### src/rtl/assert_macros.svh
// ----------------------------------------------------------------------------
// Assertion macros
// Shared concurrent assertion wrappers; defining ASSERT_OFF compiles them out.
// ----------------------------------------------------------------------------
`ifndef ASSERT_MACROS_SVH
`define ASSERT_MACROS_SVH
`ifndef ASSERT_OFF
// The property must hold at every clock edge outside reset.
`define ASSERT_ALWAYS(lbl, clk, rst_n, prop, msg) \
    lbl: assert property (@(posedge clk) disable iff (!rst_n) (prop)) else $error(msg);
// The condition must never be true at a clock edge outside reset.
`define ASSERT_NEVER(lbl, clk, rst_n, cond, msg) \
    lbl: assert property (@(posedge clk) disable iff (!rst_n) !(cond)) else $error(msg);
`else
`define ASSERT_ALWAYS(lbl, clk, rst_n, prop, msg)
`define ASSERT_NEVER(lbl, clk, rst_n, cond, msg)
`endif
`endif

### src/rtl/sale_pkg.sv
// ----------------------------------------------------------------------------
// sale_pkg
// Types and fixed widths shared by the sorted array list engine.
// ----------------------------------------------------------------------------
package sale_pkg;

    // Field widths fixed by the interface.
    localparam int KEY_W     = 32;
    localparam int CNT_W     = 7;
    localparam int OP_W      = 3;
    localparam int POS_OUT_W = 6;

    // Largest count that the count field can hold.
    localparam int CNT_MAX = 127;

    // Operation codes carried by an item.
    typedef enum logic [OP_W-1:0] {
        OP_INSERT_AT     = 3'd0,
        OP_INSERT_SORTED = 3'd1,
        OP_DELETE_KEY    = 3'd2,
        OP_FIND_LINEAR   = 3'd3,
        OP_FIND_BINARY   = 3'd4,
        OP_READ_AT       = 3'd5,
        OP_CLEAR         = 3'd6
    } t_opcode;

    // Sequencer states, one-hot.
    typedef enum logic [9:0] {
        S_IDLE    = 10'b00_0000_0001,
        S_BIN_RD  = 10'b00_0000_0010,
        S_BIN_CMP = 10'b00_0000_0100,
        S_LIN_CMP = 10'b00_0000_1000,
        S_UP_RD   = 10'b00_0001_0000,
        S_UP_MV   = 10'b00_0010_0000,
        S_KEY_WR  = 10'b00_0100_0000,
        S_DN_MV   = 10'b00_1000_0000,
        S_RD_WAIT = 10'b01_0000_0000,
        S_SPARE   = 10'b10_0000_0000
    } t_state;

    // Outcome of the shared key comparator.
    typedef struct packed {
        logic eq;
        logic lt;
    } t_cmp;

    // One result item.
    typedef struct packed {
        logic                    success;
        logic [POS_OUT_W-1:0]    position;
        logic signed [KEY_W-1:0] key;
        logic [CNT_W-1:0]        count;
    } t_result;

endpackage

### src/rtl/sale_cmp.sv
// ----------------------------------------------------------------------------
// sale_cmp
// Shared signed key comparator used by every search step and by the shift of a sorted insert.
// ----------------------------------------------------------------------------
module sale_cmp
    import sale_pkg::*;
(
    input  logic signed [KEY_W-1:0] i_a,
    input  logic signed [KEY_W-1:0] i_b,
    output t_cmp                    o_cmp
);

    // Equality and signed less-than of a against b.
    always_comb begin
        o_cmp.eq = (i_a == i_b);
        o_cmp.lt = (i_a < i_b);
    end

endmodule

### src/rtl/sale_ctrl.sv
// ----------------------------------------------------------------------------
// sale_ctrl
// Sequencer, key store and element count of the sorted array list engine.
// ----------------------------------------------------------------------------
`include "assert_macros.svh"

module sale_ctrl
    import sale_pkg::*;
#(
    parameter int MAX_DEPTH = 64
)
(
    input  logic                    i_clk,
    input  logic                    i_rst_n,
    input  logic                    i_start,
    input  logic [OP_W-1:0]         i_opcode,
    input  logic signed [KEY_W-1:0] i_key_in,
    input  logic [CNT_W-1:0]        i_position_in,
    input  logic [CNT_W-1:0]        i_eff_cap,
    output logic                    o_busy,
    output logic                    o_res_valid,
    output t_result                 o_res
);

    localparam int AW = (MAX_DEPTH > 1) ? $clog2(MAX_DEPTH) : 1;
    localparam logic [CNT_W-1:0] DEPTH_CAP =
        CNT_W'((MAX_DEPTH > CNT_MAX) ? CNT_MAX : MAX_DEPTH);

    // Control and working registers.
    t_state                  r_state, n_state;
    t_opcode                 r_op, n_op;
    logic signed [KEY_W-1:0] r_key, n_key;
    logic [CNT_W-1:0]        r_pin, n_pin;
    logic [CNT_W-1:0]        r_idx, n_idx;
    logic [CNT_W-1:0]        r_rpos, n_rpos;
    logic [CNT_W-1:0]        r_lo, n_lo;
    logic [CNT_W-1:0]        r_hip1, n_hip1;
    logic [CNT_W-1:0]        r_count, n_count;

    // Result registers.
    logic                    r_res_valid;
    logic                    r_res_ok;
    logic [CNT_W-1:0]        r_res_pos;
    logic signed [KEY_W-1:0] r_res_key;
    logic [CNT_W-1:0]        r_res_count;

    // Key store and its port controls.
    logic signed [KEY_W-1:0] r_mem [MAX_DEPTH];
    logic signed [KEY_W-1:0] r_rd_data;
    logic                    mem_we;
    logic                    mem_re;
    logic                    wr_key;
    logic [CNT_W-1:0]        raddr_i;
    logic signed [KEY_W-1:0] mem_wdata;

    // Step values.
    logic                    res_fire;
    logic                    res_ok;
    logic [CNT_W-1:0]        res_pos;
    logic signed [KEY_W-1:0] res_key;
    logic [CNT_W:0]          bin_sum;
    logic [CNT_W-1:0]        bin_mid;
    logic [CNT_W:0]          idx_p1;
    logic [CNT_W:0]          idx_p2;
    logic [CNT_W-1:0]        up_lim;
    t_cmp                    cmp;

    // The one comparator: stored key against the item's key.
    sale_cmp u_cmp (
        .i_a   (r_rd_data),
        .i_b   (r_key),
        .o_cmp (cmp)
    );

    // Midpoint of the search window and neighbouring indexes.
    assign bin_sum   = {1'b0, r_lo} + {1'b0, r_hip1} - (CNT_W+1)'(1);
    assign bin_mid   = bin_sum[CNT_W:1];
    assign idx_p1    = {1'b0, r_idx} + (CNT_W+1)'(1);
    assign idx_p2    = {1'b0, r_idx} + (CNT_W+1)'(2);
    assign up_lim    = (r_op == OP_INSERT_AT) ? r_pin : '0;
    assign mem_wdata = wr_key ? r_key : r_rd_data;

    // Sequencer.
    always_comb begin
        n_state  = r_state;
        n_op     = r_op;
        n_key    = r_key;
        n_pin    = r_pin;
        n_idx    = r_idx;
        n_rpos   = r_rpos;
        n_lo     = r_lo;
        n_hip1   = r_hip1;
        n_count  = r_count;
        mem_we   = 1'b0;
        mem_re   = 1'b0;
        wr_key   = 1'b0;
        raddr_i  = r_idx;
        res_fire = 1'b0;
        res_ok   = 1'b0;
        res_pos  = '0;
        res_key  = r_key;

        case (r_state)
            S_IDLE: begin
                res_key = i_key_in;
                if (i_start) begin
                    n_op  = t_opcode'(i_opcode);
                    n_key = i_key_in;
                    n_pin = i_position_in;
                    case (t_opcode'(i_opcode))
                        OP_INSERT_AT: begin
                            if (r_count < i_eff_cap && i_position_in <= r_count) begin
                                n_idx   = r_count;
                                n_state = S_UP_RD;
                            end else begin
                                res_fire = 1'b1;
                            end
                        end
                        OP_INSERT_SORTED: begin
                            if (r_count < i_eff_cap) begin
                                n_lo    = '0;
                                n_hip1  = r_count;
                                n_state = S_BIN_RD;
                            end else begin
                                res_fire = 1'b1;
                            end
                        end
                        OP_DELETE_KEY, OP_FIND_LINEAR: begin
                            if (r_count != '0) begin
                                mem_re  = 1'b1;
                                raddr_i = '0;
                                n_idx   = '0;
                                n_state = S_LIN_CMP;
                            end else begin
                                res_fire = 1'b1;
                            end
                        end
                        OP_FIND_BINARY: begin
                            n_lo    = '0;
                            n_hip1  = r_count;
                            n_state = S_BIN_RD;
                        end
                        OP_READ_AT: begin
                            if (i_position_in < r_count) begin
                                mem_re  = 1'b1;
                                raddr_i = i_position_in;
                                n_state = S_RD_WAIT;
                            end else begin
                                res_fire = 1'b1;
                            end
                        end
                        OP_CLEAR: begin
                            n_count  = '0;
                            res_fire = 1'b1;
                            res_ok   = 1'b1;
                        end
                        default: begin
                            res_fire = 1'b1;
                        end
                    endcase
                end
            end

            // Probe the middle of the window, or end the search.
            S_BIN_RD: begin
                if (r_lo < r_hip1) begin
                    mem_re  = 1'b1;
                    raddr_i = bin_mid;
                    n_idx   = bin_mid;
                    n_state = S_BIN_CMP;
                end else if (r_op == OP_INSERT_SORTED) begin
                    n_idx   = r_count;
                    n_state = S_UP_RD;
                end else begin
                    res_fire = 1'b1;
                end
            end

            // Narrow the window on the probed key.
            S_BIN_CMP: begin
                if (cmp.eq) begin
                    res_fire = 1'b1;
                    if (r_op != OP_INSERT_SORTED) begin
                        res_ok  = 1'b1;
                        res_pos = r_idx;
                    end
                end else begin
                    if (cmp.lt) begin
                        n_lo = idx_p1[CNT_W-1:0];
                    end else begin
                        n_hip1 = r_idx;
                    end
                    n_state = S_BIN_RD;
                end
            end

            // Linear scan, one entry a cycle.
            S_LIN_CMP: begin
                if (cmp.eq) begin
                    if (r_op == OP_DELETE_KEY) begin
                        n_rpos = r_idx;
                        if (idx_p1 < {1'b0, r_count}) begin
                            mem_re  = 1'b1;
                            raddr_i = idx_p1[CNT_W-1:0];
                            n_state = S_DN_MV;
                        end else begin
                            n_count  = r_count - CNT_W'(1);
                            res_fire = 1'b1;
                            res_ok   = 1'b1;
                            res_pos  = r_idx;
                        end
                    end else begin
                        res_fire = 1'b1;
                        res_ok   = 1'b1;
                        res_pos  = r_idx;
                    end
                end else if (idx_p1 < {1'b0, r_count}) begin
                    mem_re  = 1'b1;
                    raddr_i = idx_p1[CNT_W-1:0];
                    n_idx   = idx_p1[CNT_W-1:0];
                end else begin
                    res_fire = 1'b1;
                end
            end

            // Close the gap left by a deleted key, one entry a cycle.
            S_DN_MV: begin
                mem_we = 1'b1;
                n_idx  = idx_p1[CNT_W-1:0];
                if (idx_p2 < {1'b0, r_count}) begin
                    mem_re  = 1'b1;
                    raddr_i = idx_p2[CNT_W-1:0];
                end else begin
                    n_count  = r_count - CNT_W'(1);
                    res_fire = 1'b1;
                    res_ok   = 1'b1;
                    res_pos  = r_rpos;
                end
            end

            // Open a hole: fetch the entry below it.
            S_UP_RD: begin
                if (r_idx > up_lim) begin
                    mem_re  = 1'b1;
                    raddr_i = r_idx - CNT_W'(1);
                    n_state = S_UP_MV;
                end else begin
                    n_state = S_KEY_WR;
                end
            end

            // Move the fetched entry up while it belongs above the new key, or always for an insert at a position.
            S_UP_MV: begin
                if (r_op == OP_INSERT_AT || (!cmp.eq && !cmp.lt)) begin
                    mem_we = 1'b1;
                    n_idx  = r_idx - CNT_W'(1);
                    if ((r_idx - CNT_W'(1)) > up_lim) begin
                        mem_re  = 1'b1;
                        raddr_i = r_idx - CNT_W'(2);
                    end else begin
                        n_state = S_KEY_WR;
                    end
                end else begin
                    n_state = S_KEY_WR;
                end
            end

            // Drop the key into the hole.
            S_KEY_WR: begin
                mem_we   = 1'b1;
                wr_key   = 1'b1;
                n_count  = r_count + CNT_W'(1);
                res_fire = 1'b1;
                res_ok   = 1'b1;
                res_pos  = r_idx;
            end

            S_RD_WAIT: begin
                res_fire = 1'b1;
                res_ok   = 1'b1;
                res_pos  = r_pin;
                res_key  = r_rd_data;
            end

            default: begin
                n_state = S_IDLE;
            end
        endcase

        if (res_fire) begin
            n_state = S_IDLE;
        end
    end

    // Control registers.
    always_ff @(posedge i_clk) begin
        if (!i_rst_n) begin
            r_state     <= S_IDLE;
            r_count     <= '0;
            r_res_valid <= 1'b0;
        end else begin
            r_state     <= n_state;
            r_count     <= n_count;
            r_res_valid <= res_fire;
        end
    end

    // Working and result payload registers.
    always_ff @(posedge i_clk) begin
        r_op   <= n_op;
        r_key  <= n_key;
        r_pin  <= n_pin;
        r_idx  <= n_idx;
        r_rpos <= n_rpos;
        r_lo   <= n_lo;
        r_hip1 <= n_hip1;
        if (res_fire) begin
            r_res_ok    <= res_ok;
            r_res_pos   <= res_pos;
            r_res_key   <= res_key;
            r_res_count <= n_count;
        end
    end

    // Key store: one write and one registered read a cycle.
    always_ff @(posedge i_clk) begin
        if (mem_we) begin
            r_mem[AW'(r_idx)] <= mem_wdata;
        end
        if (mem_re) begin
            r_rd_data <= r_mem[AW'(raddr_i)];
        end
    end

    // Outputs.
    assign o_busy           = (r_state != S_IDLE);
    assign o_res_valid      = r_res_valid;
    assign o_res.success    = r_res_ok;
    assign o_res.position   = r_res_pos[POS_OUT_W-1:0];
    assign o_res.key        = r_res_key;
    assign o_res.count      = r_res_count;

    // Checks on the sequencer and the store.
    `ASSERT_NEVER(a_count_cap, i_clk, i_rst_n, r_count > DEPTH_CAP, "count above depth")
    `ASSERT_NEVER(a_wr_range, i_clk, i_rst_n, mem_we && (r_idx > r_count), "write past list end")
    `ASSERT_ALWAYS(a_res_idle, i_clk, i_rst_n, r_res_valid |-> (r_state == S_IDLE), "result while busy")
    `ASSERT_ALWAYS(a_count_res, i_clk, i_rst_n, (r_count != $past(r_count)) |-> (r_res_valid || $past(!i_rst_n)), "count moved without result")
    `ASSERT_ALWAYS(a_res_cause, i_clk, i_rst_n, r_res_valid |-> ($past(r_state != S_IDLE) || $past(i_start)), "result without item")

endmodule

### src/rtl/sorted_array_list_engine.sv
// ----------------------------------------------------------------------------
// sorted_array_list_engine
// Bounded array list of signed keys with insert, delete, find, read and clear.
// ----------------------------------------------------------------------------
// An item is taken when start is high and busy is low. Exactly one result comes
// back on o_strobe for a single cycle, in the first cycle with busy low after
// the item. The receiver cannot stall, so it must take the result in that cycle.
// Every step goes through the single read port of the key store and the one
// comparator, so the time an item takes follows the work it does:
// - clear and rejected items end in the idle state without raising busy;
// - read passes through one wait state for the registered read;
// - a linear find or a delete scans the keys in order from the first and, for
//   a delete, moves each key above the one found down by one place;
// - a binary find reads and then compares one probe at a time;
// - insert at a position moves each key from the end down to the position up
//   by one place and then writes the key;
// - a sorted insert runs its binary duplicate check and then moves each key
//   that compares above the new key up by one place before it writes the key.
// The longest item is a sorted insert of a new smallest key into a list of 63
// keys: its binary search, 63 moves and the key write. Capacity may only be
// written while busy is low and no result is pending.
// ----------------------------------------------------------------------------
module sorted_array_list_engine
    import sale_pkg::*;
#(
    parameter int MAX_DEPTH = 64
)
(
    input  logic                    i_clk,
    input  logic                    i_rst_n,
    input  logic                    start,
    output logic                    busy,
    input  logic [OP_W-1:0]         i_opcode,
    input  logic signed [KEY_W-1:0] i_key_in,
    input  logic [CNT_W-1:0]        i_position_in,
    input  logic                    i_cfg_we,
    input  logic [CNT_W-1:0]        i_cfg_wdata,
    output logic                    o_strobe,
    output logic                    o_success,
    output logic [POS_OUT_W-1:0]    o_position_out,
    output logic signed [KEY_W-1:0] o_key_out,
    output logic [CNT_W-1:0]        o_count_out
);

    localparam logic [CNT_W-1:0] DEPTH_CAP =
        CNT_W'((MAX_DEPTH > CNT_MAX) ? CNT_MAX : MAX_DEPTH);
    localparam logic [CNT_W-1:0] CAP_RESET =
        CNT_W'((MAX_DEPTH > 64) ? 64 : MAX_DEPTH);

    logic [CNT_W-1:0] r_eff_cap, n_eff_cap;
    t_result          res;

    // Capacity register, held already limited to the store depth.
    assign n_eff_cap = (i_cfg_wdata < DEPTH_CAP) ? i_cfg_wdata : DEPTH_CAP;

    always_ff @(posedge i_clk) begin
        if (!i_rst_n) begin
            r_eff_cap <= CAP_RESET;
        end else if (i_cfg_we) begin
            r_eff_cap <= n_eff_cap;
        end
    end

    // Sequencer with the key store.
    sale_ctrl #(
        .MAX_DEPTH (MAX_DEPTH)
    ) u_ctrl (
        .i_clk         (i_clk),
        .i_rst_n       (i_rst_n),
        .i_start       (start),
        .i_opcode      (i_opcode),
        .i_key_in      (i_key_in),
        .i_position_in (i_position_in),
        .i_eff_cap     (r_eff_cap),
        .o_busy        (busy),
        .o_res_valid   (o_strobe),
        .o_res         (res)
    );

    // Result fields onto their ports.
    assign o_success      = res.success;
    assign o_position_out = res.position;
    assign o_key_out      = res.key;
    assign o_count_out    = res.count;

endmodule
### config.mk
export PLATFORM = sky130hd
export DESIGN_NAME = sorted_array_list_engine
export DESIGN_NICKNAME = d
export VERILOG_FILES = /design/src/rtl/sale_pkg.sv /design/src/rtl/sale_cmp.sv /design/src/rtl/sale_ctrl.sv /design/src/rtl/sorted_array_list_engine.sv
export VERILOG_INCLUDE_DIRS = /design/src /design/src/rtl
export SDC_FILE = /design/constraint.sdc
export NUM_CORES = 2
export LEC_CHECK = 0
export ABC_AREA = 1
export BUFFER_PORTS_ARGS = -buffer_cell sky130_fd_sc_hd__buf_2
export CORE_UTILIZATION = 55
export CTS_BUF_LIST = sky130_fd_sc_hd__clkbuf_4
export DETAILED_ROUTE_END_ITERATION = 10
export PLACE_DENSITY = 0.73
export SLEW_MARGIN = 25
export SYNTH_ARGS = -nofsm -noshare
export SYNTH_HDL_FRONTEND = slang
export SYNTH_HIERARCHICAL = 1
export SYNTH_SLANG_ARGS = --single-unit
### constraint.sdc
create_clock -name i_clk -period 14 [get_ports i_clk]
set_input_delay 2.1 -clock i_clk [delete_from_list [all_inputs] [get_ports i_clk]]
set_output_delay 2.1 -clock i_clk [all_outputs]
set_load 0.1 [all_outputs]
==> results.md <==
| Result | This run | Unit |
|:---|:---|:---|
| Total grt overflow | 0 | - |
| Area of the multi-input gates | 0.02593 | sq mm |
| Buffers from clock root to sink, at most | 4 | - |
| Cts repair resizes | 0 | - |
| Area Overhead vs Synth | 10.14 | % |
| Number of vias per cell | 6.399 | - |
| Total half-perimeter wirelength after legalization and detailed placement | 155.3 | mm |
| CTS sink cnt | 2219 | - |
| Worst path max stage delay | 0.98 | ns |
| DRT antenna net count | 0 | - |
| Initial Utilization | 55.44 | % |
| Die Height | 418.3 | um |
| Worst Max-Slew Pin Slew | 1.138 | ns |
| Number of buffers inserted by port buffering | 100 | - |
| Type of origin of the critical path | flop | - |
| Share of layout cells above drive strength 1 | 14.64 | % |
| Final TNS setup | 0 | ns |
| Primary flip-flop cell chosen by synthesis mapping | sky130_fd_sc_hd__edfxtp_1 | - |
| Detailed-route DRC error count | 0 | - |
| Sum of routed wire length over all layers | 296.2 | mm |
| First-pass detailed-route iteration total | 8 | - |
| Most used cell along the critical path | sky130_fd_sc_hd__nand2_1 | - |
| Fraction of synthesis flops using an asynchronous set or reset pin | 0 | % |
| Sequential fraction of the synthesis area | 69.65 | % |
| Top achievable clock speed | 116.4 | MHz |
| Total of endpoints with negative setup slack in the final report | 0 | - |
| Fin crit period | 8.589 | ns |
| Overall routing resource usage | 33.32 | % |
| Most area-consuming cells after synthesis | sky130_fd_sc_hd__edfxtp_1 69%, sky130_fd_sc_hd__nand3_1 16%, sky130_fd_sc_hd__nand2_1 6.2% | - |
| Net Count, Synth | 8378 | - |
| Result of the run | finished clean | - |
| Area occupied by registers | 0.06639 | sq mm |
| Hold Vio Cnt, Final | 0 | - |
| Post-synthesis instance area | 0.09532 | sq mm |
| Antenna violations before repair | 9 | - |
| Die extent in x | 418.3 | um |
| Setup skew after layout | 0.1380 | ns |
| Clock tree root buffer cell | sky130_fd_sc_hd__clkbuf_4 | - |
| Final-layout fill cell count | 13330 | - |
| First-pass GRT wire length | 431.6 | mm |
| Proportion of netlist area held by the largest area contributor | 69.15 | % |
| Final-stage net count | 8628 | - |
| Last weighted congestion value of the routability-driven placer | 0.9904 | - |
| Critical setup path kind | flop to flop | - |
| Mean Syn Cell Area | 11.59 | sq um |
| Pin count of the biggest net entering global routing | 220 | - |
| Worst min-delay path class | flop to flop | - |
| Final Max Tran Viols | 0 | - |
| Count of distinct cell types in the synthesized netlist | 56 | - |
| Endpoint class of the critical path | flop | - |
| Worst-case headroom to the max-slew limit | 23.95 | % |
| Clock network latency to the later pin of the worst-skew pair | 1.39 | ns |
| Cell type with the largest total area after synthesis | sky130_fd_sc_hd__edfxtp_1 | - |
| Synthesized flop and latch total | 2219 | - |
| Post-synth EDFFs | 2195 | - |
| Average wire length per cell after detail routing | 26.59 | um |
| DRT iter0 DRCs | 11971 | - |
| Placed insts | 10207 | - |
| Vias | 71293 | - |
| Number of buffers created by CTS | 573 | - |
| Synth Instances | 8224 | - |
| Row count | 152 | - |
| Deepest level of the CTS H-tree | 6 | - |
| Critical Path Fanout Max | 84 | - |
| Count of maximum capacitance violations | 0 | - |
| Area of the core | 0.1719 | sq mm |
| Period utilisation layout | 61.35 | % |
| Clock tree from TritonCTS | yes | - |
| Clock transition at the registers of the reported paths | 0.07 | ns |
| Post-CTS setup repair buffer count | 0 | - |
| Arrival time of the worst setup path | 9.82 | ns |
| Slowest library cell on the worst path | sky130_fd_sc_hd__edfxtp_1 | - |
| Via count of the first global-routing pass | 68292 | - |
| Layout Cells excl Fill | 11141 | - |
| I/O pin count | 101 | - |
| YS warnings | 6 | - |
| Hold buffer count at CTS | 0 | - |
| DIE AREA | 0.1750 | sq mm |
| Required arrival time at the worst endpoint | 15.23 | ns |
| Setup repair after global routing missed its margin | false | - |
## layer usage
| layer | wire length, um | share of wire, % | track usage (%) | vias up |
|---|---|---|---|---|
| met3 | 40520 | 14 | 8.688 | 917 |
| met1 | 105300 | 36 | 44.37 | 34080 |
| met5 | 35 | 0.012 | 0 | - |
| met4 | 18170 | 6.1 | 19.56 | 6 |
| met2 | 132200 | 45 | 49.52 | 5564 |
| li1 | - | - | - | 30726 |
## path summary, 6_finish.rpt
path / from / endpoint / slack [ns] / depth (start not counted)
setup / recovery: u_ctrl/r_idx[3] / u_ctrl/r_rd_data[8] / 5.41 / 30
hold / removal: r_eff_cap[4] / r_eff_cap[4] / 0.47 / 2
setup reg to reg: u_ctrl/r_idx[3] / u_ctrl/r_rd_data[8] / 5.41 / 30
hold reg to reg: r_eff_cap[4] / r_eff_cap[4] / 0.47 / 2
## state kept, by name, indices dropped and copies added (netlist names)
signal and flops:
u_ctrl/r_res_ok 1, u_ctrl/r_key 32, u_ctrl/r_res_count 7, u_ctrl/r_rpos 6
u_ctrl/r_count 7, u_ctrl/r_pin 7, r_eff_cap 7, u_ctrl/r_rd_data 32
u_ctrl/r_mem 2048, u_ctrl/r_res_pos 6, u_ctrl/r_res_key 32, u_ctrl/r_idx 7
u_ctrl/o_res_valid 1, u_ctrl/r_lo 7, u_ctrl/r_hip1 7, u_ctrl/r_op 3
u_ctrl/r_state 9
## worst max-delay path: cells and delay by family, from the launching register on
kind                       cells  cell delay [ns]
AOI/OAI and AO/OA              2             0.17
adders and majority gates      2             0.79
DFF                            1             0.98
and+or+nand+nor               21             3.84
buffers and inverters          5             2.47
## cells in the mapped netlist (all sizes together), types with 6 or more instances
cell type and count:
nand3 3021, nand2 1584, buf 448, clkbuf 146, a31oi 6, nor3 20, ha 100, inv 222
a211oi 8, o21ai 86, dfxtp 24, xor2 12, clkinv 6, edfxtp 2195, o211ai 44, nor2 164
a21oi 78, o2111ai 6, nand4 16, a221oi 6
## logic make-up (layout without fill, tap and decap cells)
| kind of cell | Yosys count | in the layout | synth area share (%) |
|---|---|---|---|
| other cells | 0 | 6 | 0 |
| buf+inv | 822 | 1423 | 4.112 |
| simple gates | 4818 | 4818 | 23.19 |
| compound gates | 250 | 250 | 1.582 |
| flops | 2219 | 2219 | 69.65 |
| xor+xnor | 14 | 14 | 0.1286 |
| fa+ha+maj | 101 | 101 | 1.334 |
## stage by stage
step | hold slack, ns | utilization (%) | worst slack, ns | area, sq um
floorplan | 0.4289 | - | 8.090 | 95320
global placement | 0.4495 | 57.00 | 5.778 | 98010
detailed placement | 0.4467 | 57.04 | 5.788 | 98060
CTS | 0.4700 | 61.03 | 5.762 | 104900
global route | 0.4876 | 61.07 | 5.101 | 105000
finish | 0.4702 | 61.07 | 5.411 | 105000
## area by class of cell
| cell class | count | share of cell area, % |
|---|---|---|
| Inverter | 228 | 0.8390 |
| Multi-Input combinational cell | 5183 | 24.70 |
| Sequential cell | 2219 | 63.24 |
| Clock inverter | 117 | 0.7520 |
| Clock buffer | 809 | 5.784 |
| Antenna cell | 6 | 0.01430 |
| Tap cell | 2310 | 2.753 |
| Timing Repair Buffer | 269 | 1.926 |
## placed cells by master (no fill, tap or decap), types with 83 or more instances in the layout
cell and count:
sky130_fd_sc_hd__nand3_1 3014, sky130_fd_sc_hd__edfxtp_1 2195, sky130_fd_sc_hd__nand2_1 1564, sky130_fd_sc_hd__clkbuf_4 809, sky130_fd_sc_hd__inv_1 197, sky130_fd_sc_hd__buf_4 148
sky130_fd_sc_hd__buf_2 100, sky130_fd_sc_hd__ha_1 100, sky130_fd_sc_hd__nor2_1 88, sky130_fd_sc_hd__clkinv_1 83
Power is not shown: default switching activity piles up to over one toggle a cycle in this logic, so the estimate is an artifact.
